**src/hw/rtl/huf_ram.sv**
```systemverilog
// huf_ram: generic single write port, single read port ram with registered read
// no dependencies
`default_nettype none

module huf_ram #(
  parameter int Width = 8,
  parameter int Depth = 256
) (
  input  wire logic                     clk_i,
  input  wire logic                     we_i,
  input  wire logic [$clog2(Depth)-1:0] waddr_i,
  input  wire logic [Width-1:0]         wdata_i,
  input  wire logic                     re_i,
  input  wire logic [$clog2(Depth)-1:0] raddr_i,
  output logic      [Width-1:0]         rdata_o
);

  logic [Width-1:0] mem_q [Depth];
  logic [Width-1:0] rdata_q;

  // write port
  always_ff @(posedge clk_i) begin
    if (we_i) begin
      mem_q[waddr_i] <= wdata_i;
    end
  end

  // registered read port, holds when not enabled
  always_ff @(posedge clk_i) begin
    if (re_i) begin
      rdata_q <= mem_q[raddr_i];
    end
  end

  assign rdata_o = rdata_q;

endmodule

`default_nettype wire

```
**config.mk**
```make
export PLATFORM = sky130hd
export DESIGN_NAME = huf_ram
export DESIGN_NICKNAME = d
export VERILOG_FILES = /design/src/hw/rtl/huf_ram.sv
export SDC_FILE = /design/constraint.sdc
export NUM_CORES = 2
export LEC_CHECK = 0
export BUFFER_PORTS_ARGS = -buffer_cell sky130_fd_sc_hd__buf_2
export CORE_ASPECT_RATIO = 0.8
export CORE_MARGIN = 2
export CORE_UTILIZATION = 58
export DETAILED_ROUTE_END_ITERATION = 16
export GPL_TIMING_DRIVEN = 1
export PLACE_DENSITY = 0.72
export REMOVE_ABC_BUFFERS = 1
export SETUP_SLACK_MARGIN = 0.05
export SYNTH_ARGS = -nofsm -noshare
export SYNTH_HDL_FRONTEND = slang
export SYNTH_SLANG_ARGS = --single-unit
```
**constraint.sdc**
```tcl
create_clock -name clk_i -period 3.27 [get_ports clk_i]
set_clock_uncertainty 0.1 [all_clocks]
set_input_delay 0.4905 -clock clk_i [delete_from_list [all_inputs] [get_ports clk_i]]
set_output_delay 0.4905 -clock clk_i [all_outputs]
set_load 0.005 [all_outputs]
```
==> metrics <==
status finished, final reports clean; most common flop cell mapped by yosys edfxtp_1; Synth Area in Compound Gates 0.0342; FF/Latch Area 0.0617 sq mm; DR DRC count 0; top cell type by total area after synthesis edfxtp_1; Mapped Avg Cell Area 21.3 sq um; largest fanout on the critical path 18; 1st-pass router iterations 5; Critical Path Sink Type flip-flop; largest net degree at the start of global routing 114; mux contribution to synthesized area 0.146; Seq/Total Area, Yosys 0.775; Die ar. 0.140 sq mm; HPWL after DPL 127000 microns; CP arrival 3570 ps; fin crit share 0.946; Syn Inst Count 3733; Chip Height 335 microns; Final Hold Fails 0; total grt overflow 0; fraction of layout cells with a size suffix above 1 0.302; number of global-route vias before repair 40800; Core Box Area 0.136 sq mm; met3 Resource Use GR 0.0573; DRT iter0 DRCs 6768; number of CTS-inserted buffers 188; MaxCap Viol Count 0; Die W 418 microns; top-count cell post-synth edfxtp_1; P_leak 29.7 nW; Post-synth EDFFs 2056; GP Congestion 0.886; buffer and inverter count on the worst path 5; GRT busiest layer met1; Simple-Gate Fraction of Synth Area 0.0263; cell area after synthesis 0.0796 sq mm; CTS tree yes; M2 GR Usage 0.430; Critical-path top delay cell nor4_1; P per Cell Area 582 mW/mm^2; Max Freq 0.323 GHz; multi-input logic area 0.0165 sq mm; Layout Nets 4350; Netlist cell types 54; Routed WL 200000 microns; Synth Warn # 0; GRT Overall Usage 0.289; clk_lat worst skew 820 ps; HP Class input port to flip-flop; Slew Viols, Final 0; post-detailed-route count of antenna-violating nets 0; Worst-Margin Slew 1280 ps; via count 41700; WL/cell 31.8 microns; largest family of logic cells by synthesized area multiplexers; adder-cell area share of the yosys netlist 0; met1 GRT Util 0.439; Root Driver clkbuf_16; final setup violating endpoints 0; critical path class input port to flip-flop; Reg clk slew, reported paths 60 ps; routed vias/inst 6.65; number of antenna violations at the first check in global routing 8; Synth top area share 0.775; CP peak stage delay 880 ps; Row Count 121; Post-Layout Cell Count 6273; clock tree buffer depth 3; Async S/R FF share, synth 0; hold slack final 106 ps; Rel. slew slack 0.148; Worst Path Required 3750 ps; synth cell count leaders edfxtp_1 (2056), mux4_2 (454), nor2_1 (282); synth top area cells edfxtp_1 (78%), mux4_2 (13%), mux2i_1 (1.7%), nor2_1 (1.3%), a22oi_1 (1.3%); # IOs 35; Initial Util 0.585; synthesis-to-finish area growth 15.4%; first-pass GRT wire length 289000 microns; Worst IR Drop VDD 548 uV; clock sinks 2056; # placed instances 5914; Worst setup SP type input port; unrepaired setup endpoints after global routing no; H-tree level count 4; # resized after CTS 0; Final min period 3090 ps; CP delay by family, top buffers and inverters; Filler Cell Count 8387; IO Port Bufs 34; Synth Register Bits 2056; Synth Area in XOR/XNOR 0; worst-path cell chain buf_8 -> buf_12 -> buf_12 -> buf_4 -> mux4_2 -> a22oi_1 -> a21oi_1 -> nor4_1 -> buf_4 -> nor4_1
kinds of logic after synthesis:
kind of cell / after synthesis
AND/OR/NAND/NOR: 466
multiplexers: 591
flip-flops: 2056
AO/OA/AOI/OAI: 385
buffers and inverters: 235
per-layer routing:
metal,up-vias,share of wire
li1,16900,-
met1,21600,0.39
met2,2850,0.46
met3,345,0.12
met4,6,0.031
met5,-,0.00021
worst paths after layout:
| kind | start | slack [ps] | to | cells past startpoint |
|---|---|---|---|---|
| worst min-delay path | wdata_i[3] | 110 | mem_q[242][3] | 1 |
| worst max register to register | mem_q[161][4] | 360 | rdata_o[4] | 8 |
| worst max-delay path | raddr_i[0] | 180 | rdata_o[7] | 10 |
| worst min register to register | mem_q[51][2] | 1100 | rdata_o[2] | 6 |
placed cells by master, fill, tap and decap left out, drive strengths merged, types with 2 or more instances in the layout:
cell and count:
nor3 22, nand2b 8, a22oi 133, nand2 33, nor2b 31, bufinv 15, a221oi 14, nand3 34
o221ai 47, dlygate4sd3 2, mux2i 134, nor4 27, clkbuf 252, nor2 282, buf 624, or2 4
o22a 5, mux4 456, a311oi 2, and3b 2, o211ai 10, nand4 10, a22o 8, o32ai 5
inv 9, nand3b 2, clkinv 84, a21oi 96, o21ai 12, diode 5, and2 6, o22ai 28
a2111oi 5, a211oi 16, edfxtp 2056, a31oi 2
report_power, final:
group          internal, mW  total, mW  switching (mW)  leakage, nW
combinational          1.14       2.93            1.79         8.26
sequential             29.1       29.1          0.0433         18.5
clock                  12.0       21.5            9.41         2.91
total                  42.2       53.5            11.2         29.7
metrics by stage:
step / setup slack [ps] / area [sq um] / utilization / power (mW) / TNS (ps)
CTS: 330 / 91900 / 0.675 / 53.7 / 0
floorplan: 186 / 78200 / - / 30.7 / 0
global placement: -475 / 85900 / 0.631 / 32.5 / -2700
global route: 84.2 / 91900 / 0.675 / 54.8 / 0
finish: 176 / 91900 / 0.675 / 53.5 / 0
detailed placement: -549 / 85900 / 0.631 / 32.6 / -2930
cell type report:
cell class / count / share of cell area
Timing Repair Buffer: 633 / 0.0599
Clock buffer: 245 / 0.0549
Clock inverter: 107 / 0.00983
Multi-Input combinational cell: 1442 / 0.179
Sequential cell: 2056 / 0.672
Antenna cell: 5 / 0.000136
Tap cell: 1783 / 0.0243
Inverter: 2 / 0.0000817
registers in the layout, summed over array words and instances, names as in the netlist:
name     cells
mem_q     2048
rdata_o      8
timing repair:
action                                 4_1_cts  5_1_grt
buffers inserted                             0        0
hold buffers                                 2        0
endpoints found under the hold margin       57        0
Note: power is estimated with default switching activity, not from simulation.
